==> src/design/hrlc_pkg.sv <==
// ----------------------------------------------------------------------------
// hrlc_pkg
// Types, codes and character tables shared by the request-line checker.
// ----------------------------------------------------------------------------
package hrlc_pkg;

   localparam int MethodCount = 8;

   // parse stage codes
   localparam logic [2:0] STAGE_METHOD = 3'd0;
   localparam logic [2:0] STAGE_URI    = 3'd1;
   localparam logic [2:0] STAGE_CR     = 3'd2;
   localparam logic [2:0] STAGE_LF     = 3'd3;
   localparam logic [2:0] STAGE_DONE   = 3'd4;

   // status codes
   localparam logic [1:0] STATUS_OK         = 2'd0;
   localparam logic [1:0] STATUS_BAD_METHOD = 2'd1;
   localparam logic [1:0] STATUS_EARLY_EOL  = 2'd2;
   localparam logic [1:0] STATUS_INCOMPLETE = 2'd3;

   localparam logic [3:0] VERSION_LEN = 4'd9;

   localparam logic [7:0] CHAR_SP = 8'h20;
   localparam logic [7:0] CHAR_CR = 8'h0d;
   localparam logic [7:0] CHAR_LF = 8'h0a;

   typedef struct packed {
      logic [2:0] stage;
      logic [2:0] method_position;
      logic [7:0] method_candidates;
      logic [3:0] version_matched;
      logic [1:0] verdict;
      logic [2:0] found_method;
   } parse_state_type;

   localparam parse_state_type PARSE_STATE_RESET = '{
      stage:             STAGE_METHOD,
      method_position:   3'd0,
      method_candidates: 8'hff,
      version_matched:   4'd0,
      verdict:           STATUS_INCOMPLETE,
      found_method:      3'd0
   };

   // length of each method including its trailing space
   function automatic logic [3:0] method_len(input logic [2:0] idx);
      logic [3:0] len;
      case (idx)
         3'd0: len = 4'd8;
         3'd1: len = 4'd4;
         3'd2: len = 4'd5;
         3'd3: len = 4'd5;
         3'd4: len = 4'd4;
         3'd5: len = 4'd7;
         3'd6: len = 4'd6;
         3'd7: len = 4'd8;
         default: len = 4'd0;
      endcase
      return len;
   endfunction

   function automatic logic [7:0] method_char(input logic [2:0] idx,
                                              input logic [2:0] pos);
      logic [63:0] text;
      case (idx)
         3'd0: text = "OPTIONS ";
         3'd1: text = "GET     ";
         3'd2: text = "HEAD    ";
         3'd3: text = "POST    ";
         3'd4: text = "PUT     ";
         3'd5: text = "DELETE  ";
         3'd6: text = "TRACE   ";
         3'd7: text = "CONNECT ";
         default: text = '0;
      endcase
      return text[(7 - pos) * 8 +: 8];
   endfunction

   function automatic logic [7:0] version_char(input logic [3:0] pos);
      logic [7:0] c;
      case (pos)
         4'd0: c = " ";
         4'd1: c = "H";
         4'd2: c = "T";
         4'd3: c = "T";
         4'd4: c = "P";
         4'd5: c = "/";
         4'd6: c = "1";
         4'd7: c = ".";
         4'd8: c = "1";
         default: c = 8'h00;
      endcase
      return c;
   endfunction

endpackage

==> src/design/hrlc_step.sv <==
// ----------------------------------------------------------------------------
// hrlc_step
// Next-state and result logic for one packet byte.
// ----------------------------------------------------------------------------
module hrlc_step
   import hrlc_pkg::*;
(
   input  parse_state_type cur_state,
   input  logic [7:0]      data_byte,
   input  logic            last_byte,
   output parse_state_type nxt_state,
   output logic            result_valid,
   output logic [1:0]      status,
   output logic [2:0]      method_index
);

   parse_state_type upd;
   logic [7:0]      live;
   logic            done;
   logic [2:0]      found;

   always_comb begin
      upd   = cur_state;
      live  = '0;
      done  = 1'b0;
      found = cur_state.found_method;
      case (cur_state.stage)
         STAGE_METHOD: begin
            for (int i = 0; i < MethodCount; i++) begin
               if (cur_state.method_candidates[i] &&
                   ({1'b0, cur_state.method_position} < method_len(3'(i))) &&
                   (method_char(3'(i), cur_state.method_position) == data_byte)) begin
                  if (({1'b0, cur_state.method_position} + 4'd1) ==
                      method_len(3'(i))) begin
                     found = 3'(i);
                     done  = 1'b1;
                  end else begin
                     live[i] = 1'b1;
                  end
               end
            end
            if (done) begin
               upd.stage           = STAGE_URI;
               upd.version_matched = 4'd0;
               upd.found_method    = found;
            end else if (live == '0) begin
               upd.verdict = STATUS_BAD_METHOD;
               upd.stage   = STAGE_DONE;
            end else begin
               upd.method_candidates = live;
               upd.method_position   = cur_state.method_position + 3'd1;
            end
         end
         STAGE_URI: begin
            if ((cur_state.version_matched != 4'd0) &&
                (cur_state.version_matched < VERSION_LEN) &&
                (data_byte == version_char(cur_state.version_matched))) begin
               upd.version_matched = cur_state.version_matched + 4'd1;
               if ((cur_state.version_matched + 4'd1) == VERSION_LEN) begin
                  upd.stage = STAGE_CR;
               end
            end else if (data_byte == CHAR_SP) begin
               upd.version_matched = 4'd1;
            end else if ((data_byte == CHAR_CR) || (data_byte == CHAR_LF)) begin
               upd.verdict = STATUS_EARLY_EOL;
               upd.stage   = STAGE_DONE;
            end else begin
               upd.version_matched = 4'd0;
            end
         end
         STAGE_CR: begin
            if (data_byte == CHAR_CR) begin
               upd.stage = STAGE_LF;
            end else begin
               upd.verdict = STATUS_INCOMPLETE;
               upd.stage   = STAGE_DONE;
            end
         end
         STAGE_LF: begin
            upd.verdict = (data_byte == CHAR_LF) ? STATUS_OK : STATUS_INCOMPLETE;
            upd.stage   = STAGE_DONE;
         end
         default: begin
            upd = cur_state;
         end
      endcase
   end

   always_comb begin
      case (upd.stage)
         STAGE_DONE:   status = upd.verdict;
         STAGE_METHOD: status = STATUS_BAD_METHOD;
         default:      status = STATUS_INCOMPLETE;
      endcase
      method_index = (status == STATUS_BAD_METHOD) ? 3'd0 : upd.found_method;
      result_valid = last_byte;
      nxt_state    = last_byte ? PARSE_STATE_RESET : upd;
   end

endmodule

==> config.mk <==
export PLATFORM = sky130hd
export DESIGN_NAME = hrlc_step
export DESIGN_NICKNAME = d
export VERILOG_FILES = /design/src/design/hrlc_pkg.sv /design/src/design/hrlc_step.sv
export SDC_FILE = /design/constraint.sdc
export NUM_CORES = 1
export LEC_CHECK = 0
export BUFFER_PORTS_ARGS = -buffer_cell sky130_fd_sc_hd__buf_2
export CAP_MARGIN = 20
export CORE_MARGIN = 4
export CORE_UTILIZATION = 52
export DETAILED_ROUTE_END_ITERATION = 16
export GPL_ROUTABILITY_DRIVEN = 0
export MAX_ROUTING_LAYER = met4
export PLACE_DENSITY = 0.79
export SETUP_SLACK_MARGIN = 0.02
export SLEW_MARGIN = 15
export SYNTH_ARGS = -nofsm -noshare
export SYNTH_HDL_FRONTEND = slang
export SYNTH_SLANG_ARGS = --single-unit
==> constraint.sdc <==
create_clock -name vclk -period 4.92
set_input_delay 0.492 -clock vclk [all_inputs]
set_output_delay 0.492 -clock vclk [all_outputs]
set_load 0.05 [all_outputs]
Word-level counts from Yosys, hierarchy flattened
Memory sizes are Yosys's and may differ from the RTL's.
Index checks and enable logic that the tools add are counted.

operators by class
  add/sub/neg operators = 4
  order comparisons = 6
  eq/ne operators = 26
  shifts and indexed selects = 8
  multiplexer cells = 121
  reductions and logical operators = 23

operator list
  kind                 number
  $mux 64              8
  $shiftx 64x33->8     8
  $mux 4               25
  $mux 3               29
  $eq 8x8->1           9
  $mux 1               43
  $mux 11              3
  $eq 4x4->1           8
  $mux 23              1
  $lt 3x4->1           5
  $logic_and 1x1->1    18
  $eq 8x4->1 const B   2
  $mux 2               7
  $pmux 3 s4           1
  $eq 8x6->1 const B   1
  $logic_not 8->1      1
  $mux 8               1
  $pmux 2 s4           1
  $pmux 4 s2           1
  $eq 3x2->1 const B   2
  $logic_not 3->1      2
  $add 3x1->4 const B  1
  $add 4x1->4 const B  1
  $eq 4x4->1 const B   1
  other kinds (9)      9

word-level totals
  register bits = 0
  bits in read-only memories = 112
  input bits = 32
  output and inout bits = 29
  word-level logic and storage cells = 189
  memories kept = 1

memory list
  name             words  bits a word  read ports  clocked after Yosys merged registers in  wr ports  line            source
  (no name shown)  16     7            1           0                                        0         hrlc_pkg.sv:82  case (pos)

Longest topological paths before layout
Gate-level depths: netlist (run 1).

  depth in word-level cells = 33
  depth in mapped cells = 15
  gate-level depth less buffers = 12

Worst setup path before layout (run 1)
No wires, ideal clock.

  path kind = input to output
  start point = input port cur_state[18] (netlist name)
  end point = output port method_index[0]
  arrival = 3.927 ns
  data required time = 4.428 ns
  path slack = 0.501 ns
  stages on the path = 13
  buffers on the path = 2
  cells stage by stage = buf_2 -> inv_1 -> ha_1 -> buf_2 -> nor4bb_1 -> a22oi_1 -> a2111oi_0 -> a31oi_1 -> nand2_1 -> nor3_2 -> a221oi_1 -> nor4_1 -> nor3_1

between the ends
  word-level cells in the longest chain between the ends = 28
  elaborated cells on any way between the ends = 123
  those cells by class = add/sub (2); order compare (5); eq/ne (18); shift (8); mux (72); reduce/logical (18)

RTL lines
  what                                           line             source
  from (decl)                                    hrlc_step.sv:8   input parse_state_type cur_state,
  $sub 3x3->4                                    hrlc_pkg.sv:77   return text[(7 - pos) * 8 +: 8];
  $shiftx 64x33->8                               hrlc_pkg.sv:77
  $eq 8x8->1                                     hrlc_step.sv:32  (method_char(3'(i), cur_state.method_position) == data_byte)) begin
  $logic_and 1x1->1                              hrlc_step.sv:31  ({1'b0, cur_state.method_position} < method_len(3'(i))) &&
  $mux 1                                         hrlc_step.sv:30  if (cur_state.method_candidates[i] &&
  $mux 1                                         hrlc_step.sv:33  if (({1'b0, cur_state.method_position} + 4'd1) ==
  $mux 1                                         hrlc_step.sv:30
  $mux 1                                         hrlc_step.sv:33
  [12 not listed]                                n/a
  $mux 1                                         hrlc_step.sv:30
  $mux 1                                         hrlc_step.sv:27  case (cur_state.stage)
  $mux 3                                         hrlc_step.sv:42  if (done) begin
  $pmux 3 s4                                     hrlc_step.sv:27
  $eq 3x3->1 or $logic_not 3->1 (tied branches)  hrlc_step.sv:90  case (upd.stage)
  $pmux 2 s2                                     hrlc_step.sv:90
  $eq 2x1->1                                     hrlc_step.sv:95  method_index = (status == STATUS_BAD_METHOD) ? 3'd0 : upd.found_method;
  $mux 3 (*)                                     hrlc_step.sv:95
  to (decl)                                      hrlc_step.sv:14  output logic [2:0] method_index

Mark *: on every way between the ends. The rest lies on a longest branch, timed or not. The select of a mux whose other input is x is not followed.

==> results of run 1 <==
worst min-delay path: stages:
cell and delay (ns):
buf_2 0.11, nand2_1 0.05, nand2_1 0.04, buf_2 0.20
synth_stat cells (2+ instances only):
cell and count:
nor2_1 44, nand2_1 32, o21ai_0 24, a21oi_1 20
nor3_1 18, nand2b_1 14, inv_1 13, ha_1 12
nand3_1 11, and3_1 9, clkbuf_1 9, buf_2 8
xnor2_1 8, buf_4 7, nand4_1 7, xor2_1 7
a211o_1 6, buf_6 6, nor2b_1 6, or3_1 6
a221oi_1 5, a31oi_1 5, nor4_1 5, a21o_1 4
a22oi_1 4, mux2i_1 4, nand3b_1 4, nor4b_1 4
nor4bb_1 4, o211ai_1 4, o21a_1 4, a2111oi_0 3
and4_1 3, or2_2 3, a21boi_0 2, a221o_1 2
a32oi_1 2, and2_1 2, and3b_1 2, mux2_2 2
nor3b_1 2, o22ai_1 2
cell type report:
type                            instances  area [um^2]  area share [%]
Inverter                               14        52.55           2.130
Tap cell                               50        62.56           2.535
Multi-Input combinational cell        319         2032           82.35
Timing Repair Buffer                   63        320.3           12.98
routing by layer:
metal  vias to the layer above  track usage (%)  part of all wire, %
met1                      1328            34.29                   41
met3                        29            2.568                  9.5
met4                         0            9.658                  3.7
met5                         -                -                    0
li1                       1402                -                    -
met2                       155            42.42                   46
cell families after synthesis:
logic type               share of synthesized area (%)
AND/OR/NAND/NOR                                  43.88
AO/OA/AOI/OAI                                    30.20
adder cells (fa/ha/maj)                          6.590
buffers and inverters                            10.82
XOR/XNOR                                         5.766
multiplexers                                     2.746
worst max path at each step:
| stage | slack, ns | cells after the start | to | start |
|---|---|---|---|---|
| final | 0.32 | 13 | nxt_state[14] | cur_state[18] |
| after floorplan | 0.50 | 13 | method_index[0] | cur_state[18] |
| after detailed placement | 0.35 | 13 | nxt_state[14] | cur_state[18] |
| after global routing | 0.12 | 13 | nxt_state[14] | cur_state[18] |
| after CTS | 0.35 | 13 | nxt_state[14] | cur_state[18] |
| after global placement | 0.45 | 13 | nxt_state[14] | cur_state[18] |
metrics by stage:
stage	total power, mW	hold WS, ns	cells
floorplan	0.1829	1.151	363
global placement	0.2316	1.388	446
detailed placement	0.2351	1.387	446
CTS	0.2358	1.390	446
global route	0.2570	1.425	446
finish	0.2406	1.388	446
power groups by stage:
stage	sequential, mW	clock (mW)	combinational [mW]
CTS	0	0	0.236
global route	0	0	0.257
detailed placement	0	0	0.235
floorplan	0	0	0.183
finish	0	0	0.241
global placement	0	0	0.232
==> reports/results.ini, run 1 <==
[finish]
diodes=0
clkbuf_count=0
drive_above_1_share_pct=19.44
fin_util_pct=59.96
seqCellArea_um2=0
finalInstanceArea_mm2=0.002467
final_common_cell=buf_2
most-common-layout-cells=61 x buf_2, 44 x nor2_1, 32 x nand2_1, 24 x o21ai_0, 20 x a21oi_1
nNetsFinal=442
seq_cell_count=0
area_growth_pct=8.292
nFillCells=430

[power]
p_sw_share_pct=68.75
p_int_mw=0.07519
pwr-share-clk_pct=0
seqPwrFrac_pct=0
p_switching_mw=0.1654
p_leak_nw=1.079
combPwrFrac_pct=100.0
irDropWorstVdd_v=0.00005401
power_density_mw_per_mm2=97.51

[drt]
drc=0
vias=2914
drt-total-wl_um=7279
wl_per_cell_um=16.32
detail_route.vias_per_cell=6.534
drt-pass1-iter-count=5
ant_nets=0
drtIter0Drc=206

[critical_path]
cp-start-kind=input pin
max_stage_delay_ns=0.65
critPathSlowestCell=or3_1
worstPathRequired_ns=4.43
cp_top_family=simple AND/OR/NAND/NOR gates
end_kind=output pin
cp_cell_sequence=buf_2 > inv_1 > ha_1 > nor3b_1 > or3_1 > nand4_1 > nor3_1 > or4_4 > or2_4 > or3_1 > nor3b_1 > a211o_1 > buf_2
worst-path-max-fanout=15
crit_arrival_ns=4.11
path_buf_inv=3
worstSetupPathType=input pin to output pin

[min_path]
min_to=nxt_state[16]
holdCritPathClass=input pin to output pin
hold_depth=4
min_from=cur_state[16]

[synthesis]
syn-num-nets=407
yosys.cell_types.count=66
ys_top_cells_by_area=nor2_1 7.2%, ha_1 6.6%, o21ai_0 5.3%
avgSynthCellArea_um2=6.277
ys_warn_count=0
syn_area_mm2=0.002278
ys_seq_area_share_pct=0
postSynthCellCount=363
synthDominantCellAreaShare_pct=7.249
synth_area_leader_cell=nor2_1

[global_route]
grt_use_total_pct=26.46
grt_max_degree=28
grt_pass1_vias=2469
antenna_found_initial=0
grt-ovfl-total=0
grt_first_pass_wirelength_um=11560

[cts]
post-cts-setup-buffer-count=0
cts_hold_buf=0
cts_resized=0

[placement]
place_hpwl_um=5632
dp_slack_ns=0.3497
place_area_mm2=0.002467
portBuffers=61

[sta]
setup_violations=0
setup_tns_ns=0
tightest_slew_ns=0.6089
fin_crit_ns=4.598
slew_viol_final=0
fin_ws_ns=0.3223
post-route-period-util_pct=93.45
fmax_mhz=217.5
hold_viol=0
slew_headroom_pct=59.40
rsz0062_at_grt=false

[floorplanning]
num_io_pins=61
die_y_um=74.20
initial_utilization_pct=55.37
placementRows=23
die_x_um=74.20
die_area_mm2=0.005505
core_mm2=0.004115

[outcome]
status=finished clean

[job]
drv_cap=0

Note: power is estimated with default switching activity, not from simulation.
==> run 2, diff against run 1 <==
- SLEW_MARGIN: 15 -> 20
- clock period: 4.92 -> 4.5 ns (I/O delays scaled with it)
==> run 2 against run 1 <==
Combinational power up 9.5%. Cell count up 0.22%. First-iteration DRC count up 38%. Setup slack worse by 0.060 ns. Wire length up 3.1%. Critical endpoint unchanged. Sequential share of layout area unchanged. Highest routed layer unchanged. Cell area up 1.2%.
==> reports/results.ini, run 2 (same netlist as run 1, synthesis figures left out) <==
[outcome]
status=finished clean

[global_route]
grt_max_degree=30
grt_use_total_pct=27.85
antenna_found_initial=0
grt_pass1_vias=2567
grt_first_pass_wirelength_um=12140
grt-ovfl-total=0

[power]
p_leak_nw=1.084
irDropWorstVdd_v=0.00005706
power_density_mw_per_mm2=105.8

[critical_path]
critPathSlowestCell=or4_4
worstPathRequired_ns=4.05
end_kind=output pin
cp_cell_sequence=buf_2 > ha_2 > inv_1 > ha_1 > mux2_2 > and3_1 > nand3_1 > nor2_1 > or4_4 > or2_4 > or3_4 > nor3b_1 > a211o_1 > clkbuf_4
crit_arrival_ns=3.79
cp_top_family=simple AND/OR/NAND/NOR gates
max_stage_delay_ns=0.57
cp-start-kind=input pin
worstSetupPathType=input pin to output pin
worst-path-max-fanout=15
path_buf_inv=3

[sta]
hold_viol=0
slew_viol_final=0
rsz0062_at_grt=false
setup_violations=0
fmax_mhz=236.0
setup_tns_ns=0
slew_headroom_pct=60.13
tightest_slew_ns=0.5934
fin_crit_ns=4.237
post-route-period-util_pct=94.16

[min_path]
holdCritPathClass=input pin to output pin

[finish]
drive_above_1_share_pct=21.16
clkbuf_count=0
final_common_cell=buf_2
seq_cell_count=0
seqCellArea_um2=0
fin_util_pct=60.69
diodes=0
nNetsFinal=443
most-common-layout-cells=60 x buf_2, 44 x nor2_1, 32 x nand2_1, 24 x o21ai_0, 20 x a21oi_1
area_growth_pct=9.610

[floorplanning]
num_io_pins=61
die_x_um=74.20
initial_utilization_pct=55.37
die_area_mm2=0.005505
core_mm2=0.004115
die_y_um=74.20
placementRows=23

[drt]
wl_per_cell_um=16.79
drt-total-wl_um=7504
detail_route.vias_per_cell=6.521
drc=0
drt-pass1-iter-count=5
ant_nets=0
drtIter0Drc=284
vias=2915

[placement]
place_hpwl_um=5760
portBuffers=61

[cts]
post-cts-setup-buffer-count=0
cts_hold_buf=0

[job]
drv_cap=0

## run 2: cell types whose count changed in the layout (fill, tap and decap cells not counted), sizes merged
cell    previous run  this run
clkbuf             0         1
## run 2: final cells by class
class / instances / area [um^2]
Tap cell: 50 / 62.56
Fill cell: 403 / 1618
Inverter: 14 / 52.55
Multi-Input combinational cell: 319 / 2052
Timing Repair Buffer: 64 / 330.3
## run 2: path summary, 6_finish.rpt
kind     startpoint  depth (start not counted)  slack (ns)            end
max   cur_state[18]                         14        0.26  nxt_state[14]
min   cur_state[16]                          4        1.30  nxt_state[16]
## run 2: routing by layer
layer / global-route usage, % / routed length (um) / vias to the layer above
met1: 37.25 / 3020 / 1307
met3: 0.9459 / 714 / 24
met5: - / 0 / -
li1: - / - / 1409
met4: 7.646 / 230 / 0
met2: 45.77 / 3538 / 175
## run 2: power breakdown
group	switching (mW)	internal [mW]
logic	0.180	0.0840
clock network	0	0
registers	0	0
total	0.180	0.0840
## run 2: stage by stage
| stage | cells | area (um^2) | power, mW | hold WS [ns] | setup slack (ns) |
|---|---|---|---|---|---|
| floorplan | 363 | 2278 | 0.2000 | 1.067 | 0.1647 |
| global placement | 447 | 2475 | 0.2537 | 1.300 | 0.1466 |
| detailed placement | 447 | 2475 | 0.2577 | 1.303 | -0.01676 |
| CTS | 447 | 2477 | 0.2592 | 1.305 | 0.02864 |
| global route | 447 | 2497 | 0.2852 | 1.344 | 0.04866 |
| finish | 447 | 2497 | 0.2642 | 1.301 | 0.2628 |
## run 2: worst min-delay path, delay by kind of cell
kind,cells,cell delay (ns)
buffers and inverters,2,0.31
AND/OR/NAND/NOR,2,0.09
## run 2: timing repair
action / CTS / global route
endpoints found under the setup margin: 1 / 13
gates resized for setup: 1 / 6
gates cloned: 0 / 0
==> run 3, diff against run 2 <==
- CORE_MARGIN: 4 -> 3
- PLACE_DENSITY: 0.79 -> 0.9
==> run 3 against run 2 <==
Critical path depth is the same. Utilization is 1.8 points higher. First-iteration DRC count is 2.5% higher. Combinational power increased by 3%. Wire length rose by 0.24%. Highest routed layer unchanged.
==> reports/results.ini, run 3 (same netlist as run 1, synthesis figures left out) <==
[outcome]
status=finished clean

[sta]
setup_tns_ns=0
post-route-period-util_pct=96.95
slew_viol_final=0
rsz0062_at_grt=false
fmax_mhz=229.2
tightest_slew_ns=0.6580
setup_violations=0
slew_headroom_pct=55.80
fin_crit_ns=4.363
hold_viol=0

[job]
drv_cap=0

[drt]
drc=0
ant_nets=0
drtIter0Drc=291
vias=3014
drt-pass1-iter-count=5
wl_per_cell_um=16.68
drt-total-wl_um=7522
detail_route.vias_per_cell=6.683

[floorplanning]
num_io_pins=61
die_x_um=72.20
die_y_um=72.20
core_mm2=0.004115
die_area_mm2=0.005212
placementRows=23
initial_utilization_pct=55.37

[global_route]
grt_use_total_pct=27.83
grt_pass1_vias=2624
grt_max_degree=27
grt-ovfl-total=0
grt_first_pass_wirelength_um=11850
antenna_found_initial=0

[placement]
portBuffers=61
place_hpwl_um=5639
place_area_mm2=0.002505
dp_cells=451

[critical_path]
worstSetupPathType=input pin to output pin
cp-start-kind=input pin
worst-path-max-fanout=11
worstPathRequired_ns=4.05
end_kind=output pin
crit_arrival_ns=3.91

[finish]
fin_cells=451
seqCellArea_um2=0
drive_above_1_share_pct=22.19
multi_input_area_mm2=0.002095
nFillCells=392
finalInstanceArea_mm2=0.002572
area_growth_pct=12.91
seq_cell_count=0
nNetsFinal=447
most-common-layout-cells=59 x buf_2, 44 x nor2_1, 32 x nand2_1, 24 x o21ai_0, 20 x a21oi_1
clkbuf_count=0
diodes=0
final_common_cell=buf_2

[power]
p_leak_nw=1.109
irDropWorstVdd_v=0.00008298
power_density_mw_per_mm2=106.3

[cts]
cts_hold_buf=0

[min_path]
holdCritPathClass=input pin to output pin

-- run 3: repair_timing --
item                                    in CTS  in global routing
setup buffers                                0                  0
resized for setup                            0                 13
endpoints found under the setup margin       0                 12
-- run 3: worst paths after layout --
check / endpoint / start / depth (start not counted) / slack (ns)
max: nxt_state[11] / cur_state[17] / 14 / 0.14
min: nxt_state[9] / cur_state[9] / 4 / 1.32
-- run 3: area by class of cell --
type	count	area share, %
multi-input cells	319	81.42
repair buffers	68	14.11
well taps	50	2.432
inverters	14	2.043
-- run 3: worst max-delay path, cell delays in order --
cell and delay [ns]:
buf_2 0.23, ha_4 0.21, inv_1 0.06, ha_1 0.22, mux2_2 0.27, and3_1 0.19, nand3_1 0.11, nor2_1 0.07
or4_4 0.57, or2_4 0.27, or3_1 0.49, buf_4 0.23, a211o_1 0.31, buf_2 0.21
-- run 3: layer usage --
metal / track usage [%] / part of all wire [%]
met5: - / 0
met4: 8.977 / 2.4
met3: 2.355 / 11
met2: 46.21 / 46
met1: 35.49 / 41
-- run 3: power breakdown --
part	switching [mW]	internal (mW)
registers	0	0
clock network	0	0
logic	0.185	0.0889
total	0.185	0.0889
-- run 3: metrics by stage --
step	power (mW)	setup WS, ns	utilization [%]	hold WS, ns
final	0.2734	0.1375	62.51	1.322
after global placement	0.2527	0.1552	60.87	1.302
after CTS	0.2605	0.07083	60.87	1.318
after global routing	0.2933	0.02401	62.51	1.352
after floorplan	0.2000	0.1647	-	1.067
after detailed placement	0.2593	0.09019	60.87	1.317
